`src/rtl/ialu_pkg.sv`:
```
package ialu_pkg;

	localparam int DataW  = 32;
	localparam int KindW  = 3;
	localparam int StatW  = 2;
	localparam int CountW = $clog2(DataW);

	localparam logic [KindW-1:0] KIND_ADD = 3'd0;
	localparam logic [KindW-1:0] KIND_SUB = 3'd1;
	localparam logic [KindW-1:0] KIND_MUL = 3'd2;
	localparam logic [KindW-1:0] KIND_DIV = 3'd3;
	localparam logic [KindW-1:0] KIND_REM = 3'd4;

	localparam logic [StatW-1:0] STAT_OK       = 2'd0;
	localparam logic [StatW-1:0] STAT_DIV_ZERO = 2'd1;
	localparam logic [StatW-1:0] STAT_BAD_OP   = 2'd2;

	typedef enum logic [2:0] {
		ST_IDLE,
		ST_ALU,
		ST_NEG_A,
		ST_NEG_B,
		ST_ITER,
		ST_FIX,
		ST_DONE
	} state_t;

	typedef struct packed {
		logic [DataW-1:0] acc;
		logic [StatW-1:0] status;
	} result_t;

endpackage

```
`src/rtl/ialu_core.sv`:
```
module ialu_core (
	input  logic                    clk,
	input  logic                    arst_n,
	input  logic                    start,
	input  logic [ialu_pkg::KindW-1:0] kind,
	input  logic [ialu_pkg::DataW-1:0] operand_a,
	input  logic [ialu_pkg::DataW-1:0] operand_b,
	output logic                    idle,
	output logic                    done,
	input  logic                    take,
	output ialu_pkg::result_t       result
);
	import ialu_pkg::*;

	state_t state_q, state_d;

	logic [KindW-1:0]  kind_q;
	logic [DataW-1:0]  a_q;
	logic [DataW-1:0]  b_q;
	logic [DataW-1:0]  rem_q;
	logic [DataW-1:0]  res_q;
	logic [DataW-1:0]  acc_q;
	logic [StatW-1:0]  status_q;
	logic              neg_q;
	logic [CountW-1:0] cnt_q;

	// shared adder / subtractor
	logic [DataW:0] add_x;
	logic [DataW:0] add_y;
	logic           add_sub;
	logic [DataW:0] add_sum;

	logic is_mul;
	logic last_iter;

	assign is_mul    = (kind_q == KIND_MUL);
	assign last_iter = (cnt_q == CountW'(DataW - 1));

	always_comb begin
		add_x   = '0;
		add_y   = '0;
		add_sub = 1'b0;
		unique case (state_q)
			ST_ALU: begin
				add_x   = {1'b0, a_q};
				add_y   = {1'b0, b_q};
				add_sub = (kind_q == KIND_SUB);
			end
			ST_NEG_A: begin
				add_y   = {1'b0, a_q};
				add_sub = 1'b1;
			end
			ST_NEG_B: begin
				add_y   = {1'b0, b_q};
				add_sub = 1'b1;
			end
			ST_ITER: begin
				if (is_mul) begin
					add_x = {1'b0, res_q};
					add_y = {1'b0, a_q};
				end else begin
					// trial subtract of the divisor from the shifted partial remainder
					add_x   = {rem_q, a_q[DataW-1]};
					add_y   = {1'b0, b_q};
					add_sub = 1'b1;
				end
			end
			ST_FIX: begin
				add_y   = {1'b0, (kind_q == KIND_DIV) ? a_q : rem_q};
				add_sub = 1'b1;
			end
			default: ;
		endcase
		add_sum = add_x + (add_sub ? ~add_y : add_y) + {{DataW{1'b0}}, add_sub};
	end

	always_comb begin
		state_d = state_q;
		unique case (state_q)
			ST_IDLE: begin
				if (start) begin
					unique case (kind)
						KIND_ADD, KIND_SUB: state_d = ST_ALU;
						KIND_MUL:           state_d = ST_ITER;
						KIND_DIV, KIND_REM: state_d = (operand_b == '0) ? ST_DONE : ST_NEG_A;
						default:            state_d = ST_DONE;
					endcase
				end
			end
			ST_ALU:   state_d = ST_DONE;
			ST_NEG_A: state_d = ST_NEG_B;
			ST_NEG_B: state_d = ST_ITER;
			ST_ITER: begin
				if (last_iter) state_d = is_mul ? ST_DONE : ST_FIX;
			end
			ST_FIX:   state_d = ST_DONE;
			ST_DONE: begin
				if (take) state_d = ST_IDLE;
			end
			default:  state_d = ST_IDLE;
		endcase
	end

	always_ff @(posedge clk or negedge arst_n) begin
		if (!arst_n) begin
			state_q <= ST_IDLE;
			cnt_q   <= '0;
			acc_q   <= '0;
		end else begin
			state_q <= state_d;
			if (state_q == ST_ITER) cnt_q <= cnt_q + CountW'(1);
			else                    cnt_q <= '0;
			if (state_q == ST_DONE && take && status_q == STAT_OK) acc_q <= res_q;
		end
	end

	always_ff @(posedge clk) begin
		unique case (state_q)
			ST_IDLE: begin
				if (start) begin
					kind_q <= kind;
					a_q    <= operand_a;
					b_q    <= operand_b;
					rem_q  <= '0;
					res_q  <= '0;
					neg_q  <= (kind == KIND_DIV) ? (operand_a[DataW-1] ^ operand_b[DataW-1])
					                              : operand_a[DataW-1];
					unique case (kind)
						KIND_ADD, KIND_SUB, KIND_MUL: status_q <= STAT_OK;
						KIND_DIV, KIND_REM:
							status_q <= (operand_b == '0) ? STAT_DIV_ZERO : STAT_OK;
						default: status_q <= STAT_BAD_OP;
					endcase
				end
			end
			ST_ALU: res_q <= add_sum[DataW-1:0];
			ST_NEG_A: begin
				if (a_q[DataW-1]) a_q <= add_sum[DataW-1:0];
			end
			ST_NEG_B: begin
				if (b_q[DataW-1]) b_q <= add_sum[DataW-1:0];
			end
			ST_ITER: begin
				if (is_mul) begin
					if (b_q[0]) res_q <= add_sum[DataW-1:0];
					a_q <= {a_q[DataW-2:0], 1'b0};
					b_q <= {1'b0, b_q[DataW-1:1]};
				end else if (!add_sum[DataW]) begin
					rem_q <= add_sum[DataW-1:0];
					a_q   <= {a_q[DataW-2:0], 1'b1};
				end else begin
					rem_q <= add_x[DataW-1:0];
					a_q   <= {a_q[DataW-2:0], 1'b0};
				end
			end
			ST_FIX: begin
				if (neg_q) res_q <= add_sum[DataW-1:0];
				else       res_q <= (kind_q == KIND_DIV) ? a_q : rem_q;
			end
			default: ;
		endcase
	end

	assign idle          = (state_q == ST_IDLE);
	assign done          = (state_q == ST_DONE);
	assign result.acc    = (status_q == STAT_OK) ? res_q : acc_q;
	assign result.status = status_q;

endmodule

```
`src/rtl/integer_alu_with_accumulator_unit.sv`:
```
// Signed 32-bit ALU with an accumulator: each input transaction carries an opcode
// (add, subtract, multiply, divide, remainder) and two operands, and yields one output
// transaction with the new accumulator value and a status code (division by zero and
// unknown opcodes leave the accumulator unchanged). All arithmetic runs through one
// shared 33-bit adder under a small sequencer: add and subtract take a single adder
// step, multiply one shift-add step per operand bit, divide and remainder one step each
// to take the magnitudes of a and b, one restoring step per quotient bit and one sign
// fixup; a zero divisor or an unknown opcode goes straight to its result. One item is
// in work at a time; the output register lets the next item start while an earlier
// result waits to be taken.
module integer_alu_with_accumulator_unit (
	input  logic        clk,
	input  logic        arst_n,
	input  logic        s_axis_tvalid,
	output logic        s_axis_tready,
	input  logic [63:0] s_axis_tdata,  // [31:0] operand_a, [63:32] operand_b
	input  logic [2:0]  s_axis_tuser,  // [2:0] kind
	output logic        m_axis_tvalid,
	input  logic        m_axis_tready,
	output logic [31:0] m_axis_tdata,  // [31:0] accumulator
	output logic [1:0]  m_axis_tuser   // [1:0] status
);
	import ialu_pkg::*;

	logic    core_idle;
	logic    core_done;
	logic    core_take;
	result_t core_result;
	logic    m_valid_q;
	result_t m_result_q;

	assign s_axis_tready = core_idle;
	assign core_take     = core_done && (!m_valid_q || m_axis_tready);

	ialu_core u_core (
		.clk       (clk),
		.arst_n    (arst_n),
		.start     (s_axis_tvalid && core_idle),
		.kind      (s_axis_tuser),
		.operand_a (s_axis_tdata[DataW-1:0]),
		.operand_b (s_axis_tdata[2*DataW-1:DataW]),
		.idle      (core_idle),
		.done      (core_done),
		.take      (core_take),
		.result    (core_result)
	);

	always_ff @(posedge clk or negedge arst_n) begin
		if (!arst_n) begin
			m_valid_q <= 1'b0;
		end else if (core_take) begin
			m_valid_q <= 1'b1;
		end else if (m_axis_tready) begin
			m_valid_q <= 1'b0;
		end
	end

	always_ff @(posedge clk) begin
		if (core_take) m_result_q <= core_result;
	end

	assign m_axis_tvalid = m_valid_q;
	assign m_axis_tdata  = m_result_q.acc;
	assign m_axis_tuser  = m_result_q.status;

endmodule

```
`config.mk`:
```
export PLATFORM = sky130hd
export DESIGN_NAME = integer_alu_with_accumulator_unit
export DESIGN_NICKNAME = d
export VERILOG_FILES = /design/src/rtl/ialu_pkg.sv /design/src/rtl/ialu_core.sv /design/src/rtl/integer_alu_with_accumulator_unit.sv
export SDC_FILE = /design/constraint.sdc
export NUM_CORES = 1
export LEC_CHECK = 0
export ABC_AREA = 1
export BUFFER_PORTS_ARGS = -buffer_cell sky130_fd_sc_hd__buf_2
export CAP_MARGIN = 10
export CORE_ASPECT_RATIO = 0.5
export CORE_MARGIN = 3
export CORE_UTILIZATION = 30
export DETAILED_ROUTE_END_ITERATION = 8
export GPL_TIMING_DRIVEN = 0
export PLACE_DENSITY_LB_ADDON = 0.2
export REMOVE_ABC_BUFFERS = 1
export SLEW_MARGIN = 15
export SYNTH_ARGS = -nofsm -noshare
export SYNTH_HDL_FRONTEND = slang
export SYNTH_HIERARCHICAL = 1
export SYNTH_SLANG_ARGS = --single-unit
```
`constraint.sdc`:
```
create_clock -name clk -period 9.4 [get_ports clk]
set_input_delay 0.94 -clock clk [delete_from_list [all_inputs] [get_ports clk]]
set_output_delay 0.94 -clock clk [all_outputs]
set_load 0.05 [all_outputs]
```
Word level (Yosys, flattened, before mapping)
Index checks and enable logic that the tools add are counted.

storage, ports and cells
  logic and storage cells = 110
  bits of input ports = 71
  register bits = 209
  output and inout bits = 36

operators by class
  reductions and logical operators = 29
  bitwise logic cells = 2
  add/subtract/negate cells = 3
  equal/unequal tests = 22
  muxes and demuxes = 39

operator list
  kind                  count
  $mux W32              14
  $pmux W32 S4          2
  $pmux W32 S3          2
  $mux W33              2
  $pmux W33 S2          1
  $pmux W32 S2          1
  $add A33 B1 Y33       1
  $add A33 B33 Y33      1
  $not A33 Y33          1
  $logic_not A32 Y1     1
  $eq A3 B2 Y1 const B  6
  $pmux W3 S6           1
  $ne A2 B1 Y1 const B  7
  $eq A3 B3 Y1 const B  4
  $mux W3               4
  $reduce_and A3 Y1     4
  $eq A3 B1 Y1 const B  3
  $pmux W3 S3           1
  $reduce_and A4 Y1     2
  $reduce_or A2 Y1      4
  $mux W1               7
  $logic_not A3 Y1      2
  $reduce_bool A3 Y1    2
  $reduce_or A3 Y1      2
  other kinds (15)      20

Depth between registers and ports, before layout
Gate-level depths: netlist of run 1.

  word-level depth = 10
  mapped depth = 26
  mapped depth without buffers = 24

Hierarchy
The synthesis of run 1 kept the hierarchy.

modules (own cells, without submodules)
  module                             times used  area an instance (um2)  cells an instance  sequential area each (um2)
  ialu_core                          1           12,132.9                1,562              5,024.8
  integer_alu_with_accumulator_unit  1           1,077.3                 42                 1,046.0

Worst setup path after synthesis of run 1
Ideal clock, no wire load.

  kind = reg2reg
  start = reg u_core.state_q[0]
  end = reg u_core.res_q[0] (enable)
  path buffers = 1
  cell stages (with the launch flop) = 11
  arrival = 3.904 ns
  required time = 8.930 ns
  period minus slack after synthesis = 4.374 ns
  library setup time = 0.470 ns
  path slack = 5.026 ns
  path through = dfrtp_1 buf_4 nor2_1 nand2_1 inv_1 nand2_1 inv_1 nor2_1 inv_1 nand2_1 a211oi_1

between the ends
  cells in the longest elaborated chain, start to end = 4
  elaborated cells between the ends (all ways) = 10
  classes of those cells = eq/ne (6); reduce/logical (4)

ends and longest elaborated chain
  item                             RTL line                                 text
  start: declaration               ialu_core.sv:15                          state_t state_q, state_d;
  start signal: assignment         ialu_core.sv:110                         state_q <= state_d;
  $logic_not A3 Y1 (*)             ialu_core.sv:164                         assign idle = (state_q == ST_IDLE);
  via s_axis_tready                integer_alu_with_accumulator_unit.sv:15  output logic s_axis_tready,
  $logic_and A1 B1 Y1              integer_alu_with_accumulator_unit.sv:38  .start (s_axis_tvalid && core_idle),
  $ne A2 B1 Y1 (no line)           --
  $reduce_and A4 Y1 (no line) (*)  --
  end signal: assignment           ialu_core.sv:145                         if (b_q[0]) res_q <= add_sum[DataW-1:0];
  end signal: assignment           ialu_core.sv:157                         if (neg_q) res_q <= add_sum[DataW-1:0];
  end signal: assignment           ialu_core.sv:158                         else res_q <= (kind_q == KIND_DIV) ? a_q : rem_q;
  end: declaration                 ialu_core.sv:21                          logic [DataW-1:0] res_q;

Mark *: on every way through the listed nets, which the timed path passes. The rest lies on a longest branch.
A chain may end at the register's enable or synchronous reset.

Worst setup path in the final report of run 1
  start = reg u_core.state_q[1]
  end = reg u_core.rem_q[27] (data pin)

between the ends
  cells in the longest elaborated chain, start to end = 10
  elaborated cells between the ends (all ways) = 18
  classes of those cells = add/sub (2); eq/ne (5); mux (7); bitwise (1); reduce/logical (3)

ends and longest elaborated chain
  item                                          RTL line          text
  $eq A3 B1 Y1 or $eq A3 B2 Y1 (tied branches)  ialu_core.sv:43   unique case (state_q)
  $reduce_or A2 Y1 (no line)                    --
  $pmux W32 S4                                  ialu_core.sv:43
  $not A33 Y33                                  ialu_core.sv:74   add_sum = add_x + (add_sub ? ~add_y : add_y) + {{DataW{1'b0}}, add_sub};
  $mux W33                                      ialu_core.sv:74
  $add A33 B33 Y33                              ialu_core.sv:74
  $add A33 B1 Y33                               ialu_core.sv:74
  $mux W32                                      ialu_core.sv:148  end else if (!add_sum[DataW]) begin
  $mux W32                                      ialu_core.sv:144  if (is_mul) begin
  $pmux W32 S2 (*)                              ialu_core.sv:118  unique case (state_q)
  end signal: assignment                        ialu_core.sv:149  rem_q <= add_sum[DataW-1:0];
  end signal: assignment                        ialu_core.sv:152  rem_q <= add_x[DataW-1:0];
  end: declaration                              ialu_core.sv:20   logic [DataW-1:0] rem_q;

Mark *: on every way between the ends. The rest lies on a longest branch, timed or not. The select of a mux whose other input is x is not followed.

==> qor.yml, run 1 <==
r2r_end: "u_core/rem_q[27]"
dp.cells: 2232
cts_sinks: 209
die-width_um: 303
ioPinCount: 107
fp.dieH_um: 154
antenna_found_initial: 5
antenna_cells: 0
ys_seq_area_share_pct: 46.0
cp.arrival_ns: 8.94
cts_tree: "built"
cp.required_ns: 9.71
path_max_fanout: 45
ys_top_cells_by_area: "edfxtp_1, nand2_1, dfrtp_1, inv_1, o21ai_0"
synth_area_um2: 13200
vias: 12100
clk_pin_slew_ns: 0.07
wirelength_mm: 47.8
cts_inserted_buffers: 23
start_util_pct: 30.9
worst_pin_slew_ns: 1.28
port_buffers: 106
worstSetupPathType: "register to register"
period_minus_slack_ns: 8.63
layout.nets: 1785
drv_cap: 0
grt_pass1_vias: 11300
die-area_um2: 46700
cts.htree.levels: 1
first_pass_iters: 6
crit_path_end_kind: "register"
yosysMostFrequentCell: "nand2_1"
grt_max_degree: 65
slew-limit-headroom_pct: 14.4
cts_setup_buffers: 0
hold_depth: 0
syn-mean-instance-area_um2: 8.24
drc: 0
clockBufferDepth: 3
ant_nets: 0
crit_chain: "inv_2, nand2_2, nor2_8, nand2_2, nand2_1, inv_1, o221ai_1, xor2_1, fa_1, nand3_1, nand2_1, a21oi_2, o21bai_1, nand3_1, nand3_2, nand2_1, nand3_1, nand2_1, nand2_2, inv_2, nand3_1, nand2_1, inv_1"
startpoint_type: "register"
ys_top_cells_by_count: "nand2_1, inv_1, edfxtp_1"
yosysWarnings: 6
synth_cells: 1604
wl_per_cell_um: 21.0
rsz0062_at_grt: "no"
syn2layout_area_growth_pct: 16.3
multi_input_area_um2: 6010
track_usage_pct: 20.2
grt_pass1_wl_mm: 71.5
min_path_type: "register to register"
overflow: 0
synth_top_cell_area_share_pct: 38.2
drive_above_1_share_pct: 12.7
yosys_register_bits: 209
ff_latch_area_um2: 6070
synth_flop_cell: "edfxtp_1"
cpPeakStageDelay_ns: 0.95
slew_viol_final: 0
cp_common_cell: "nand2_1"
path_delay_family: "simple AND/OR/NAND/NOR gates"
async_flop_share_pct: 19.6
status: "complete, no violations"
rr_worst_depth: 23
gp_congestion: 0.877
crit_buf_inv: 4
cts_hold_buf: 0
holdPathEnd: "m_axis_tuser[0]"
synth_cell_type_count: 45
clock_latency_ns: 0.55
fin_skew_ns: 0.0125
post_drt_via_cell_ratio: 5.31
yosys.area.top_type: "edfxtp_1"
fmax_mhz: 116
period_share_pct: 91.8
synth_edf_count: 168
dp_hpwl_mm: 33.4
instances_no_fill: 2274
hold_start: "u_core/status_q[0]"
cp_slowest_cell: "nand2_1"
tns_ns: 0
cts_resized: 0
nFillCells: 4476
rrSetupSlack_ns: 0.77
drt_iter0_markers: 1430
rows: 53
core-area_um2: 42700
hold_viol: 0
reg2reg_from: "u_core/state_q[1]"
setup_viol: 0
cts-root-buf: "clkbuf_16"
## worst register-to-register path, cell delays in order, from the launching register on
cell and delay (ns):
dfrtp_1 0.49, inv_2 0.16, nand2_2 0.11, nor2_8 0.74, nand2_2 0.95, nand2_1 0.95, inv_1 0.82, o221ai_1 0.47
xor2_1 0.17, fa_1 0.48, nand3_1 0.09, nand2_1 0.11, a21oi_2 0.35, o21bai_1 0.21, nand3_1 0.12, nand3_2 0.15
nand2_1 0.12, nand3_1 0.07, nand2_1 0.07, nand2_2 0.40, inv_2 0.89, nand3_1 0.27, nand2_1 0.14, inv_1 0.04
## area by class of cell
cell class | instances | area share, %
sequential | 209 | 39.5
multi-input combinational | 1073 | 39.1
inverter | 251 | 6.15
timing repair buffer | 122 | 5.87
tap | 577 | 4.70
clock buffer | 30 | 3.98
clock inverter | 12 | 0.652
## state kept, by name, indices dropped and copies added, names as in the netlist, 3 cells and up
| signal | cells |
|---|---|
| u_core/state_q | 3 |
| u_core/rem_q | 32 |
| u_core/acc_q | 32 |
| u_core/kind_q | 3 |
| u_core/cnt_q | 5 |
| m_axis_tdata | 32 |
| u_core/res_q | 32 |
| u_core/a_q | 32 |
| u_core/b_q | 32 |
## per-layer routing
layer	vias up	global-route usage, %	share of wire, %
met5	-	0	0.092
met4	8	3.78	1.7
met3	64	4.08	9.7
met2	534	28.6	40
met1	5805	31.4	48
li1	5663	-	-
## through the flow
stage	utilization [%]	instance area, um2	hold WS, ns	worst slack (ns)
after floorplan	-	12900	0.427	4.70
after global placement	33.2	14200	0.439	1.29
after detailed placement	34.3	14600	0.438	1.11
after CTS	36.0	15400	0.457	1.10
after global routing	36.0	15400	0.488	0.584
final	36.0	15400	0.457	0.774
## cells by family after synthesis
| logic type | after synthesis | share of synthesized area, % |
|---|---|---|
| XOR/XNOR | 54 | 3.75 |
| buffers and inverters | 322 | 9.34 |
| AO/OA/AOI/OAI | 422 | 19.6 |
| flip-flops | 209 | 46.0 |
| AND/OR/NAND/NOR | 563 | 18.1 |
| adder cells (fa/ha/maj) | 34 | 3.28 |
## how the worst max path moves through the flow
stage               depth (start not counted)               end         startpoint
CTS                                        23  u_core/rem_q[27]  u_core/state_q[1]
global route                               23  u_core/rem_q[27]  u_core/state_q[1]
finish                                     23  u_core/rem_q[27]  u_core/state_q[1]
detailed placement                         23  u_core/rem_q[27]  u_core/state_q[1]
global placement                           23  u_core/rem_q[27]  u_core/state_q[1]
floorplan                                  20  u_core/rem_q[27]   u_core/kind_q[2]
## cell usage in the layout, fill, tap and decap left out, types with 16 or more instances in the layout
cell type / instances
a21oi_1: 87
buf_2: 106
clkbuf_16: 23
dfrtp_1: 41
edfxtp_1: 168
ha_1: 33
inv_1: 238
nand2_1: 348
nand2_2: 20
nand3_1: 67
nor2_1: 77
o211ai_1: 16
o21ai_0: 160
o21ai_1: 16
o221ai_1: 66
xor2_1: 43
Power of run 1 is left out: the tool's default activity adds up to more than one toggle a clock period on the data nets, which glitch-free logic cannot reach.
==> run 2, diff against run 1 <==
--- a/config.mk
+++ b/config.mk
@@ -13,7 +13,7 @@
 export CORE_UTILIZATION = 30
 export DETAILED_ROUTE_END_ITERATION = 8
 export GPL_TIMING_DRIVEN = 0
-export PLACE_DENSITY_LB_ADDON = 0.2
+export PLACE_DENSITY = 0.53
 export REMOVE_ABC_BUFFERS = 1
 export SLEW_MARGIN = 15
 export SYNTH_ARGS = -nofsm -noshare
==> qor.yml, run 2 (synthesized netlist as in run 1, its figures left out) <==
period_minus_slack_ns: 8.64
cts-root-buf: "clkbuf_16"
cts_hold_buf: 0
layout.nets: 1786
drt_iter0_markers: 1218
drv_cap: 0
status: "complete, no violations"
dp_hpwl_mm: 32.5
slew-limit-headroom_pct: 14.7
layout_commonest_cell: "nand2_1"
crit_path_end_kind: "register"
period_share_pct: 91.9
cts_sinks: 209
cp.arrival_ns: 8.94
rrSetupSlack_ns: 0.76
cts.htree.levels: 1
crit_end: "u_core/rem_q[27]"
hold_start: "u_core/cnt_q[0]"
nFillCells: 4530
syn2layout_area_growth_pct: 16.2
first_pass_iters: 6
worstSetupPathType: "register to register"
gp_congestion: 0.877
wirelength_mm: 46.5
ioPinCount: 107
clockBufferDepth: 3
wl_per_cell_um: 20.4
ff_latch_area_um2: 6070
overflow: 0
cts_tree: "built"
r2r_end: "u_core/rem_q[27]"
die-width_um: 303
cts_resized: 0
port_buffers: 106
drive_above_1_share_pct: 12.5
hold_viol: 0
start_util_pct: 30.9
cp.required_ns: 9.70
track_usage_pct: 19.4
fp.dieH_um: 154
grt_max_degree: 65
tns_ns: 0
antenna_cells: 0
fin_skew_ns: 0.0134
final_cell_mix: "nand2_1, inv_1, edfxtp_1"
ant_nets: 0
drc: 0
grt_pass1_wl_mm: 69.3
clk_pin_slew_ns: 0.06
rsz0062_at_grt: "no"
clock_latency_ns: 0.55
reg2reg_from: "u_core/state_q[1]"
crit_start: "u_core/state_q[1]"
antenna_found_initial: 1
die-area_um2: 46700
multi_input_area_um2: 6000
rr_worst_depth: 23
setup_viol: 0
vias: 11900
hold_ws_ns: 0.465
cts_inserted_buffers: 24
cts_setup_buffers: 0
core-area_um2: 42700
fmax_mhz: 116
post_drt_via_cell_ratio: 5.23
min_path_type: "register to register"
path_max_fanout: 45
startpoint_type: "register"
grt_pass1_vias: 11200
rows: 53
slew_viol_final: 0
worst_pin_slew_ns: 1.28
-- run 2: per-layer routing --
metal	global-route usage (%)	vias to the layer above	share of wire [%]
li1	-	5655	-
met1	29.4	5673	47
met2	28.2	517	41
met3	4.32	56	10
met4	4.01	2	1.8
met5	0	-	0.043
-- run 2: how the worst min path moves through the flow --
stage                     cells after the start  slack [ns]         endpoint
after global routing                          1        0.48  u_core/cnt_q[0]
after detailed placement                      1        0.46  u_core/cnt_q[0]
after CTS                                     1        0.47  u_core/cnt_q[0]
after global placement                        1        0.45  u_core/cnt_q[0]
final                                         1        0.47  u_core/cnt_q[0]
after floorplan                               0        0.43  m_axis_tuser[1]
-- run 2: cell type report --
cell class                 instances  share of cell area [%]
clock buffer                      37                    4.43
clock inverter                     7                   0.302
inverter                         251                    6.16
multi-input combinational       1073                    39.1
sequential                       209                    39.6
tap                              577                    4.70
timing repair buffer             122                    5.74
-- run 2: worst max-delay path, stage by stage (launching register included) --
cell and delay (ns):
dfrtp_1 0.49, inv_2 0.16, nand2_2 0.12, nor2_8 0.75, nand2_2 0.92, nand2_1 0.94
inv_1 0.82, o221ai_1 0.49, xor2_1 0.18, fa_1 0.47, nand3_1 0.09, nand2_1 0.11
a21oi_2 0.34, o21bai_1 0.22, nand3_1 0.13, nand3_2 0.15, nand2_1 0.12, nand3_1 0.07
nand2_1 0.08, nand2_2 0.40, inv_2 0.88, nand3_1 0.24, nand2_1 0.14, inv_1 0.04
-- run 2: through the flow --
step,setup WS [ns],instances,cell area (um2),util [%]
2_1_floorplan,4.70,1533,12900,-
3_3_place_gp,1.35,2216,14200,33.2
3_5_place_dp,1.16,2232,14600,34.2
4_1_cts,1.13,2276,15300,35.9
5_1_grt,0.620,2276,15300,35.9
6_report,0.758,2276,15300,35.9
Power of run 2 is left out for the same reason.
